### src/rtl/core/ab_image_validate_select_defines.svh
// ============================================================================
// ab_image_validate_select_defines.svh - assertion macros
// Shared concurrent assertion wrappers for the image validate/select block.
// ============================================================================
`ifndef AB_IMAGE_VALIDATE_SELECT_DEFINES_SVH
`define AB_IMAGE_VALIDATE_SELECT_DEFINES_SVH

// Check a property on every clock edge outside of reset
`define ABIVS_ASSERT(label, prop, msg) \
  label: assert property (@(posedge clk) disable iff (!rst_n) prop) else $error(msg);

// Check a property on every clock edge, reset included
`define ABIVS_ASSERT_ALWAYS(label, prop, msg) \
  label: assert property (@(posedge clk) prop) else $error(msg);

`endif

### src/rtl/core/abivs_pkg.sv
// ============================================================================
// abivs_pkg - shared types and constants
// Item codes, verdict reasons, image format constants and the CRC update.
// ============================================================================
package abivs_pkg;

  // Image format
  localparam int HDR_BYTES       = 12;
  localparam int POS_W           = 11;
  localparam int PAYLOAD_MAX_DEF = 1024;
  localparam logic [15:0] FORMAT_VERSION_RST = 16'h0001;
  localparam logic [15:0] CRC_INIT = 16'hFFFF;
  localparam logic [15:0] CRC_POLY = 16'h1021;
  localparam logic [7:0] MAGIC [4] = '{8'h4D, 8'h4E, 8'h56, 8'h31};

  // Input item kinds
  typedef enum logic [1:0] {
    KIND_LOAD      = 2'd0,
    KIND_BYTE      = 2'd1,
    KIND_READ_FAIL = 2'd2,
    KIND_SAVE      = 2'd3
  } kind_t;

  // Verdict reasons
  typedef enum logic [2:0] {
    REASON_NONE    = 3'd0,
    REASON_READ    = 3'd1,
    REASON_MAGIC   = 3'd2,
    REASON_VERSION = 3'd3,
    REASON_LENGTH  = 3'd4,
    REASON_CRC     = 3'd5
  } reason_t;

  // Registered input item
  typedef struct packed {
    kind_t      kind;
    logic       sector;
    logic       first;
    logic [7:0] data_byte;
  } item_t;

  // Verdict from the parser for the item in process
  typedef struct packed {
    logic        done;
    logic        ok;
    reason_t     reason;
    logic        sector;
    logic [31:0] seq;
    logic [15:0] length;
  } verdict_t;

  // Selection status after the item in process
  typedef struct packed {
    logic        loaded;
    logic        boot_sector;
    logic [31:0] boot_seq;
    logic        next_target;
    logic [31:0] next_seq;
  } status_t;

  // CRC16-CCITT-FALSE update by one byte, MSB first
  function automatic logic [15:0] crc_byte(input logic [15:0] crc, input logic [7:0] b);
    logic [15:0] c;
    c = crc ^ {b, 8'h00};
    for (int i = 0; i < 8; i++) begin
      c = c[15] ? ({c[14:0], 1'b0} ^ CRC_POLY) : {c[14:0], 1'b0};
    end
    return c;
  endfunction

endpackage

### src/rtl/core/ab_image_validate_select.sv
// ============================================================================
// ab_image_validate_select - A/B flash image validator and selector
// Checks streamed sector images and tracks the image to boot and save next.
// ============================================================================
// Each transfer is one item: start load, image byte, read failure or save
// commit. Items pass through an input register and are processed
// combinationally into a result register, so one item is taken every clock
// while the result side keeps up; a stalled result holds the item behind
// it in the input register. An image byte returns a result only when it
// closes a verdict (bad magic, version or length, or the final CRC byte);
// the other kinds always return one. The CRC16 update of a byte is done in
// the same cycle as the header checks. format_version is written through
// cfg_wr_en; the user must write it only while the block is idle (not enforced).
module ab_image_validate_select import abivs_pkg::*; #(
  parameter int PAYLOAD_MAX = PAYLOAD_MAX_DEF
) (
  input  logic         clk,
  input  logic         rst_n,
  // Configuration
  input  logic         cfg_wr_en,
  input  logic [15:0]  cfg_wr_data,
  // Input items
  input  logic         in_tvalid,
  output logic         in_tready,
  input  logic [15:0]  in_tdata,   // sector[0], first[1], data_byte[9:2], zero[15:10]
  input  logic [1:0]   in_tuser,   // kind[1:0]
  // Result items
  output logic         out_tvalid,
  input  logic         out_tready,
  // image_ok[0], fail_reason[3:1], image_seq[35:4], image_length[51:36],
  // loaded[52], boot_sector[53], boot_seq[85:54], next_target[86],
  // next_seq[118:87], zero[119]
  output logic [119:0] out_tdata,
  output logic         out_tuser   // sector_done[0]
);

  `include "ab_image_validate_select_defines.svh"

  logic [15:0]  format_version_r;
  item_t        item_r;
  logic         in_v_r;
  logic         out_v_r;
  logic [119:0] out_data_r, out_data_nxt;
  logic         out_done_r;
  logic         out_free, advance, res_valid;
  verdict_t     verdict;
  status_t      status;

  // Configuration register
  always_ff @(posedge clk) begin
    if (!rst_n) begin
      format_version_r <= FORMAT_VERSION_RST;
    end else if (cfg_wr_en) begin
      format_version_r <= cfg_wr_data;
    end
  end

  // Handshake between input register and result register
  assign out_free  = !out_v_r || out_tready;
  assign advance   = in_v_r && out_free;
  assign in_tready = !in_v_r || advance;

  // Input register
  always_ff @(posedge clk) begin
    if (!rst_n) begin
      in_v_r <= 1'b0;
    end else if (in_tready) begin
      in_v_r <= in_tvalid;
    end
  end

  always_ff @(posedge clk) begin
    if (in_tvalid && in_tready) begin
      item_r.kind      <= kind_t'(in_tuser);
      item_r.sector    <= in_tdata[0];
      item_r.first     <= in_tdata[1];
      item_r.data_byte <= in_tdata[9:2];
    end
  end

  abivs_parser #(
    .PAYLOAD_MAX (PAYLOAD_MAX)
  ) u_parser (
    .clk            (clk),
    .rst_n          (rst_n),
    .step_en        (advance),
    .item           (item_r),
    .format_version (format_version_r),
    .verdict        (verdict)
  );

  abivs_select u_select (
    .clk     (clk),
    .rst_n   (rst_n),
    .step_en (advance),
    .kind    (item_r.kind),
    .verdict (verdict),
    .status  (status)
  );

  // Assemble the result
  assign res_valid = (item_r.kind != KIND_BYTE) || verdict.done;

  always_comb begin
    out_data_nxt = {1'b0, status.next_seq, status.next_target, status.boot_seq,
                    status.boot_sector, status.loaded, verdict.length, verdict.seq,
                    verdict.reason, verdict.ok};
  end

  // Result register
  always_ff @(posedge clk) begin
    if (!rst_n) begin
      out_v_r <= 1'b0;
    end else if (out_free) begin
      out_v_r <= advance && res_valid;
    end
  end

  always_ff @(posedge clk) begin
    if (advance && res_valid) begin
      out_data_r <= out_data_nxt;
      out_done_r <= verdict.done;
    end
  end

  assign out_tvalid = out_v_r;
  assign out_tdata  = out_data_r;
  assign out_tuser  = out_done_r;

  // Checks
  `ABIVS_ASSERT(a_hold_item, in_v_r && !out_free |=> in_v_r && $stable(item_r), "item dropped")
  `ABIVS_ASSERT(a_save_loads,
    advance && (item_r.kind == KIND_SAVE) |=> out_v_r && out_data_r[52] && !out_done_r,
    "save not loaded")
  `ABIVS_ASSERT(a_load_clears,
    advance && (item_r.kind == KIND_LOAD) |=>
      out_v_r && !out_data_r[52] && (out_data_r[85:54] == 32'd0),
    "load not cleared")
  `ABIVS_ASSERT(a_fail_zero,
    out_v_r && !out_data_r[0] |-> (out_data_r[51:4] == 48'd0),
    "failed verdict carries header")

endmodule

### src/rtl/core/abivs_parser.sv
// ============================================================================
// abivs_parser - image header, length and CRC check
// Tracks the byte position of one sector image and produces its verdict.
// ============================================================================
module abivs_parser import abivs_pkg::*; #(
  parameter int PAYLOAD_MAX = PAYLOAD_MAX_DEF
) (
  input  logic        clk,
  input  logic        rst_n,
  input  logic        step_en,
  input  item_t       item,
  input  logic [15:0] format_version,
  output verdict_t    verdict
);

  localparam logic [15:0] LEN_MAX = 16'(PAYLOAD_MAX);
  localparam logic [16:0] HDR_EXT = 17'(HDR_BYTES);

  logic [POS_W-1:0] pos_r, pos_nxt;
  logic [15:0]      crc_r, crc_nxt;
  logic [31:0]      seq_r, seq_nxt;
  logic [15:0]      len_r, len_nxt;
  logic [7:0]       crch_r, crch_nxt;
  logic             parsing_r, parsing_nxt;
  logic             cur_r, cur_nxt;

  logic [POS_W-1:0] pos_b;
  logic [15:0]      crc_b, crc_new;
  logic [31:0]      seq_b;
  logic [15:0]      len_b;
  logic [7:0]       crch_b;
  logic [16:0]      pos_ext, crc_end;
  logic             byte_hit;

  // Restart values on the first byte of an image
  always_comb begin
    pos_b   = item.first ? '0 : pos_r;
    crc_b   = item.first ? CRC_INIT : crc_r;
    seq_b   = item.first ? '0 : seq_r;
    len_b   = item.first ? '0 : len_r;
    crch_b  = item.first ? '0 : crch_r;
    pos_ext = 17'(pos_b);
    crc_end = HDR_EXT + {1'b0, len_b};
    crc_new = (pos_ext < crc_end) ? crc_byte(crc_b, item.data_byte) : crc_b;
    byte_hit = (item.kind == KIND_BYTE) &&
               (item.first || (parsing_r && (item.sector == cur_r)));
  end

  // Next parse state and verdict
  always_comb begin
    pos_nxt     = pos_r;
    crc_nxt     = crc_r;
    seq_nxt     = seq_r;
    len_nxt     = len_r;
    crch_nxt    = crch_r;
    parsing_nxt = parsing_r;
    cur_nxt     = cur_r;
    verdict     = '0;
    verdict.reason = REASON_NONE;
    case (item.kind)
      KIND_LOAD: begin
        parsing_nxt = 1'b0;
      end
      KIND_READ_FAIL: begin
        parsing_nxt    = 1'b0;
        verdict.done   = 1'b1;
        verdict.reason = REASON_READ;
        verdict.sector = item.sector;
      end
      KIND_BYTE: begin
        if (byte_hit) begin
          parsing_nxt    = 1'b1;
          cur_nxt        = item.first ? item.sector : cur_r;
          pos_nxt        = pos_b + 1'b1;
          crc_nxt        = crc_new;
          seq_nxt        = seq_b;
          len_nxt        = len_b;
          crch_nxt       = crch_b;
          verdict.sector = cur_nxt;
          if (pos_b < POS_W'(4)) begin
            if (item.data_byte != MAGIC[pos_b[1:0]]) begin
              parsing_nxt    = 1'b0;
              verdict.done   = 1'b1;
              verdict.reason = REASON_MAGIC;
            end
          end else if (pos_b == POS_W'(4)) begin
            if (item.data_byte != format_version[15:8]) begin
              parsing_nxt    = 1'b0;
              verdict.done   = 1'b1;
              verdict.reason = REASON_VERSION;
            end
          end else if (pos_b == POS_W'(5)) begin
            if (item.data_byte != format_version[7:0]) begin
              parsing_nxt    = 1'b0;
              verdict.done   = 1'b1;
              verdict.reason = REASON_VERSION;
            end
          end else if (pos_b < POS_W'(10)) begin
            seq_nxt = {seq_b[23:0], item.data_byte};
          end else if (pos_b < POS_W'(HDR_BYTES)) begin
            len_nxt = {len_b[7:0], item.data_byte};
            if ((pos_b == POS_W'(HDR_BYTES - 1)) && (len_nxt > LEN_MAX)) begin
              parsing_nxt    = 1'b0;
              verdict.done   = 1'b1;
              verdict.reason = REASON_LENGTH;
            end
          end else if (pos_ext < crc_end) begin
            // payload byte, CRC only
          end else if (pos_ext == crc_end) begin
            crch_nxt = item.data_byte;
          end else begin
            // last CRC byte closes the image
            parsing_nxt  = 1'b0;
            verdict.done = 1'b1;
            if ({crch_b, item.data_byte} != crc_new) begin
              verdict.reason = REASON_CRC;
            end else begin
              verdict.ok     = 1'b1;
              verdict.seq    = seq_b;
              verdict.length = len_b;
            end
          end
        end
      end
      default: begin
        // save commit leaves the parse alone
      end
    endcase
  end

  // Advance parse state with each processed item
  always_ff @(posedge clk) begin
    if (!rst_n) begin
      pos_r     <= '0;
      crc_r     <= CRC_INIT;
      seq_r     <= '0;
      len_r     <= '0;
      crch_r    <= '0;
      parsing_r <= 1'b0;
      cur_r     <= 1'b0;
    end else if (step_en) begin
      pos_r     <= pos_nxt;
      crc_r     <= crc_nxt;
      seq_r     <= seq_nxt;
      len_r     <= len_nxt;
      crch_r    <= crch_nxt;
      parsing_r <= parsing_nxt;
      cur_r     <= cur_nxt;
    end
  end

endmodule

### src/rtl/core/abivs_select.sv
// ============================================================================
// abivs_select - best image selection
// Keeps the selected sector and sequence and derives the next save target.
// ============================================================================
module abivs_select import abivs_pkg::*; (
  input  logic     clk,
  input  logic     rst_n,
  input  logic     step_en,
  input  kind_t    kind,
  input  verdict_t verdict,
  output status_t  status
);

  logic        found_r, found_nxt;
  logic        sec_r, sec_nxt;
  logic [31:0] seq_r, seq_nxt;
  logic        better;

  // Update the selection for the item in process
  always_comb begin
    found_nxt = found_r;
    sec_nxt   = sec_r;
    seq_nxt   = seq_r;
    better    = !found_r || (verdict.seq > seq_r) ||
                ((verdict.seq == seq_r) && !verdict.sector && sec_r);
    case (kind)
      KIND_LOAD: begin
        found_nxt = 1'b0;
        sec_nxt   = 1'b0;
        seq_nxt   = '0;
      end
      KIND_SAVE: begin
        found_nxt = 1'b1;
        sec_nxt   = found_r ? ~sec_r : 1'b0;
        seq_nxt   = seq_r + 32'd1;
      end
      KIND_BYTE: begin
        if (verdict.done && verdict.ok && better) begin
          found_nxt = 1'b1;
          sec_nxt   = verdict.sector;
          seq_nxt   = verdict.seq;
        end
      end
      default: begin
        // read failure never changes the selection
      end
    endcase
  end

  // Report the selection as it stands after this item
  always_comb begin
    status.loaded      = found_nxt;
    status.boot_sector = sec_nxt;
    status.boot_seq    = seq_nxt;
    status.next_target = found_nxt ? ~sec_nxt : 1'b0;
    status.next_seq    = seq_nxt + 32'd1;
  end

  // Hold the selection
  always_ff @(posedge clk) begin
    if (!rst_n) begin
      found_r <= 1'b0;
      sec_r   <= 1'b0;
      seq_r   <= '0;
    end else if (step_en) begin
      found_r <= found_nxt;
      sec_r   <= sec_nxt;
      seq_r   <= seq_nxt;
    end
  end

endmodule
### config.mk
export PLATFORM = sky130hd
export DESIGN_NAME = ab_image_validate_select
export DESIGN_NICKNAME = d
export VERILOG_FILES = /design/src/rtl/core/abivs_pkg.sv /design/src/rtl/core/ab_image_validate_select.sv /design/src/rtl/core/abivs_parser.sv /design/src/rtl/core/abivs_select.sv
export VERILOG_INCLUDE_DIRS = /design/src /design/src/rtl/core
export SDC_FILE = /design/constraint.sdc
export NUM_CORES = 1
export LEC_CHECK = 0
export BUFFER_PORTS_ARGS = -buffer_cell sky130_fd_sc_hd__clkbuf_2
export CORE_MARGIN = 4
export CORE_UTILIZATION = 35
export DETAILED_ROUTE_END_ITERATION = 10
export GPL_TIMING_DRIVEN = 0
export HOLD_SLACK_MARGIN = 0.02
export PLACE_DENSITY = 0.62
export SYNTH_ARGS = -nofsm -noshare
export SYNTH_HDL_FRONTEND = slang
export SYNTH_SLANG_ARGS = --single-unit
### constraint.sdc
create_clock -name clk -period 23.2 [get_ports clk]
set_input_delay 6.96 -clock clk [delete_from_list [all_inputs] [get_ports clk]]
set_output_delay 6.96 -clock clk [all_outputs]
set_load 0.05 [all_outputs]
# Yosys cells after proc, flatten, opt, wreduce, memory -nomap -nowiden
# Cells that the tools add are included.
# classes
n_shift	0
div	0
reduce_logical	26
n_bitwise	14
muxes	92
mul	0
n_eq_ne	15
add_sub_neg	4
magnitude_cmp	7
# op_table
op	count
48-bit 2-to-1 mux	9
32-bit 2-to-1 mux	6
16-bit 2-to-1 mux	8
13-bit 2-to-1 mux	8
32-bit one-hot mux with 3 select lines	1
8-bit 2-to-1 mux	10
32-bit by 1-bit adder with 32-bit output, second input constant	2
54-bit 2-to-1 mux	1
32-bit == test	1
32-bit > comparator	1
1-bit 2-to-1 mux	30
8-bit inequality test	3
3-bit inverter	8
11-bit by 3-bit == test with 1-bit output, second input constant	2
11-bit by 4-bit less-than comparator with 1-bit output, second input constant	2
3-bit 2-to-1 mux	6
4-bit by 16-bit adder with 17-bit output, first input constant	1
11-bit by 17-bit == test with 1-bit output	1
11-bit by 17-bit less-than comparator with 1-bit output	1
8-bit binary-select mux with 2-bit select	1
16-bit by 11-bit > comparator with 1-bit output, second input constant	1
16-bit inequality test	1
16-bit XOR	1
5-bit 2-to-1 mux	3
other kinds (23)	50
# totals
reg_bits	269
latch_bits	0
mem_bits_ro	0
memories	0
mem_bits_rw	0
input_bits	39
wordCells	179

# Longest topological paths before layout
# logic_depth
ltp_word	38
depth_mapped	47

# Modules after synthesis
# A second synthesis with hierarchy kept.
# hier_totals
cells_unflattened	1576
area_unflattened_um2	15149.5
# modules_own_cells
module	cells_per_inst	seq_area_each_um2	area_per_inst_um2	n_inst
abivs_parser	782	1701.6	6038.3	1
ab_image_validate_select	197	4324.1	4693.3	1
abivs_select	597	680.7	4418.0	1

# Least setup slack after synthesis
# No wires, ideal clock.
# synth_path
path_type	input to output
from	in out_tready
to	out in_tready
required_ps	16240
path_slack_ps	8802
t_arrival_ps	7438
stages	2
path_cell_list	nor2b_1 nand2_1
# synth_between
elab_chain_len	3
# synth_rtl
item	line	source
start: declaration	ab_image_validate_select.sv:29	input logic out_tready,
1-bit logical OR	ab_image_validate_select.sv:59	assign out_free = !out_v_r || out_tready;
1-bit logical AND	ab_image_validate_select.sv:60	assign advance = in_v_r && out_free;
1-bit logical OR	ab_image_validate_select.sv:61	assign in_tready = !in_v_r || advance;
end: declaration	ab_image_validate_select.sv:24	output logic in_tready,
# Every way passes these cells.

# Worst setup path after layout
# Same ends and word-level chain as after synthesis.

==> impl_metrics.env <==
export IMPL_timing_final_crit_share_pct=62.7
export IMPL_io_pin_count=162
export IMPL_first_global_vias=12843
export IMPL_die_height_um=215
export IMPL_critPathArrivalTime_ns=7.58
export IMPL_cellPowerDensity_mw_per_mm2=67.1
export IMPL_route_antenna_remaining_nets=0
export IMPL_top_cells_by_area_in_the_synthesized_netlist="edfxtp_1 26%, dfxtp_1 18%, nor2_1 5.6%"
export IMPL_library_cell_with_the_highest_instance_count_after_synthesis="nor2_1"
export IMPL_dominantRegCellSynth="dfxtp_1"
export IMPL_timing_critical_path_fanout_max=3
export IMPL_required_ns=16.24
export IMPL_synth_sequential_area_ratio_pct=44.7
export IMPL_worstPathCellList="clkbuf_2, nor2b_1, nand2_1, clkbuf_2"
export IMPL_cts_path_max_buffers=3
export IMPL_gr_total_overflow=0
export IMPL_grt_pass1_wl_um=75600
export IMPL_ys_warnings_count=0
export IMPL_slew_violations=0
export IMPL_hold_path_class="register to register"
export IMPL_wl_per_cell_um=21.0
export IMPL_grt_total_usage_pct=20.5
export IMPL_drcViolationCount=0
export IMPL_main_combinational_cell_family_by_area_after_synthesis="simple AND/OR/NAND/NOR gates"
export IMPL_post_layout_total_power_uw=1180
export IMPL_numCtsBuffers=31
export IMPL_detail_routed_via_count_per_cell=5.63
export IMPL_design_die_area_mm2=0.0462
export IMPL_final_layout_size_suffix_gt1_share_pct=15.2
export IMPL_cts_hold_buf=0
export IMPL_starting_density_of_the_core_pct=35.6
export IMPL_area_growth_syn_to_layout_pct=17.4
export IMPL_synth_avg_cell_area_um2=9.43
export IMPL_crit_path_frequent_cell="clkbuf_2"
export IMPL_globalplace_congestion=0.923
export IMPL_netlist_area_leader_share_pct=26.4
export IMPL_post_synth_mux_area_share_pct=2.44
export IMPL_floorplan_die_width_um=215
export IMPL_outcome="finished clean"
export IMPL_core_mm2=0.0421
export IMPL_worst_clock_skew_ns=0.0177
export IMPL_firstDrtPassIters=5
export IMPL_synthSimpleGateAreaFrac_pct=21.7
export IMPL_critical_path_endpoint_type="output pin"
export IMPL_port_buffers=152
export IMPL_detailed_router_s_first_iteration_violation_count=1214
export IMPL_utilization_after_layout_pct=41.8
export IMPL_report_final_hold_viol_count=0
export IMPL_tightestPinTransition_ns=0.981
export IMPL_detail_route_wirelength_um=49200
export IMPL_ys_seq_elements=269
export IMPL_synth_adder_area_share_pct=4.26
export IMPL_timing_worst_setup_path_type="primary input to output pin"
export IMPL_synth_commonest_cells="224 x nor2_1, 137 x dfxtp_1, 132 x edfxtp_1"
export IMPL_fp_row_count=75
export IMPL_clock_sinks=269
export IMPL_start_kind="primary input"
export IMPL_synthDominantAreaCellType="edfxtp_1"
export IMPL_synth_xor_area_share_pct=6.09
export IMPL_cts_setup_buffers=0
export IMPL_clkLatencyLatePin_ns=0.60
export IMPL_number_of_different_library_cells_in_the_post_synthesis_netlist=100
export IMPL_num_vias=13210
export IMPL_max_cap_viol_count=0
export IMPL_number_of_enable_flip_flop_cells_after_synthesis=132
export IMPL_cellLeakagePower_uw=0.00670
export IMPL_critical_path_max_stage_delay_ns=0.25
export IMPL_h_tree_depth=1
export IMPL_worst_hold_slack_ns=0.484
export IMPL_rsz0062_at_grt="false"
export IMPL_async_flop_share_pct=0
export IMPL_worst_ir_drop_vdd_uv=61.0
export IMPL_synthesis_instances=1590
export IMPL_final_net_count=1873
export IMPL_max_clock_freq_mhz=68.8
export IMPL_fin_tns_setup_ns=0
export IMPL_clock_tree_from_tritoncts="yes"
export IMPL_crit_path_top_delay_cell="clkbuf_2"
export IMPL_clk_transition_reported_paths_ns=0.06
export IMPL_grt_start_max_net_pins=34
export IMPL_place_detailed_hpwl_um=36900
export IMPL_post_synth_instance_area_mm2=0.0150
export IMPL_antenna_cells=0
export IMPL_final_setup_viol_count=0
export IMPL_synth_compound_area_share_pct=16.4
export IMPL_antenna_found_initial=0
export IMPL_cts_repair_resize_count=0
export IMPL_finalCriticalPeriod_ns=14.54
export IMPL_clockRootBuffer="clkbuf_16"
export IMPL_max_slew_margin_rel_pct=34.1
## metrics by stage
| stage | area, µm² | instances | setup WS, ns |
|---|---|---|---|
| 2_1_floorplan | 15000 | 1594 | 8.80 |
| 3_3_place_gp | 16400 | 2285 | 6.35 |
| 3_5_place_dp | 16500 | 2289 | 8.67 |
| 4_1_cts | 17600 | 2346 | 8.67 |
| 5_1_grt | 17600 | 2346 | 8.62 |
| 6_report | 17600 | 2346 | 8.66 |
## final timing paths
check                                        from                              end  slack [ns]  depth (start not counted)
hold / removal    u_parser.seq_r[15]$_SDFFE_PN0P_  u_parser.seq_r[15]$_SDFFE_PN0P_        0.48                          2
hold reg to reg   u_parser.seq_r[15]$_SDFFE_PN0P_  u_parser.seq_r[15]$_SDFFE_PN0P_        0.48                          2
setup / recovery                       out_tready                        in_tready        8.66                          4
setup reg to reg              item_r[8]$_DFFE_PP_         out_tdata[117]$_DFFE_PP_       10.19                         44
## critical path, delay by kind of cell
kind,cells,cell delay [ns]
and+or+nand+nor,2,0.28
buffers and inverters,2,0.34
## cells by family after synthesis
kind of cell	count (synthesis)
simple gates	636
compound gates	339
flops	269
buf+inv	161
xor+xnor	98
fa+ha+maj	51
mux	35
other cells	1
## flip-flops by register name (all words and copies together), names as in the netlist
name / count
in_v_r: 1
u_parser.parsing_r: 1
format_version_r: 16
u_parser.seq_r: 32
u_parser.cur_r: 1
u_select.sec_r: 1
u_parser.pos_r: 11
u_select.seq_r: 32
u_select.found_r: 1
out_tvalid: 1
item_r: 12
u_parser.crch_r: 8
u_parser.len_r: 16
u_parser.crc_r: 16
out_tdata: 119
out_tuser: 1
## cell type report
class / count / area (µm²)
buffer: 99 / 422
clock buffer: 39 / 848
clock inverter: 18 / 215
fill: 4133 / 24500
inverter: 62 / 234
multi-input combinational: 1164 / 7660
sequential: 269 / 6710
tap: 539 / 674
timing repair buffer: 156 / 848
## per-layer routing
metal  vias to the layer above  GRT usage [%]  share of wire, %
li1                       6168              -                 -
met1                      6397           26.6                42
met2                       549           35.6                48
met3                        96           2.92               6.5
met4                         0           6.03               3.1
met5                         -              0                 0
## cell usage in the layout, fill, tap and decap left out, drive strengths merged, types with 11 or more instances in the layout
master | Yosys | layout
a211oi | 50 | 50
a21o | 17 | 17
a21oi | 54 | 54
a22oi | 55 | 55
a31oi | 12 | 12
a32oi | 11 | 11
and2 | 31 | 31
and3 | 15 | 15
buf | 26 | 30
clkbuf | 73 | 264
clkinv | 2 | 11
dfxtp | 137 | 137
edfxtp | 132 | 132
ha | 51 | 51
inv | 60 | 62
mux2i | 26 | 26
nand2 | 115 | 115
nand3 | 56 | 56
nand4 | 26 | 26
nor2 | 225 | 225
nor2b | 72 | 72
nor3 | 24 | 24
nor4 | 15 | 15
o21ai | 49 | 49
o22ai | 20 | 20
or3 | 18 | 18
xnor2 | 71 | 71
xor2 | 23 | 23
## power by group
group | internal, µW | switching, µW
Combinational | 40.6 | 102
Sequential | 515 | 10.2
Clock | 304 | 209
No activity file was read; power rests on OpenSTA's default activity.
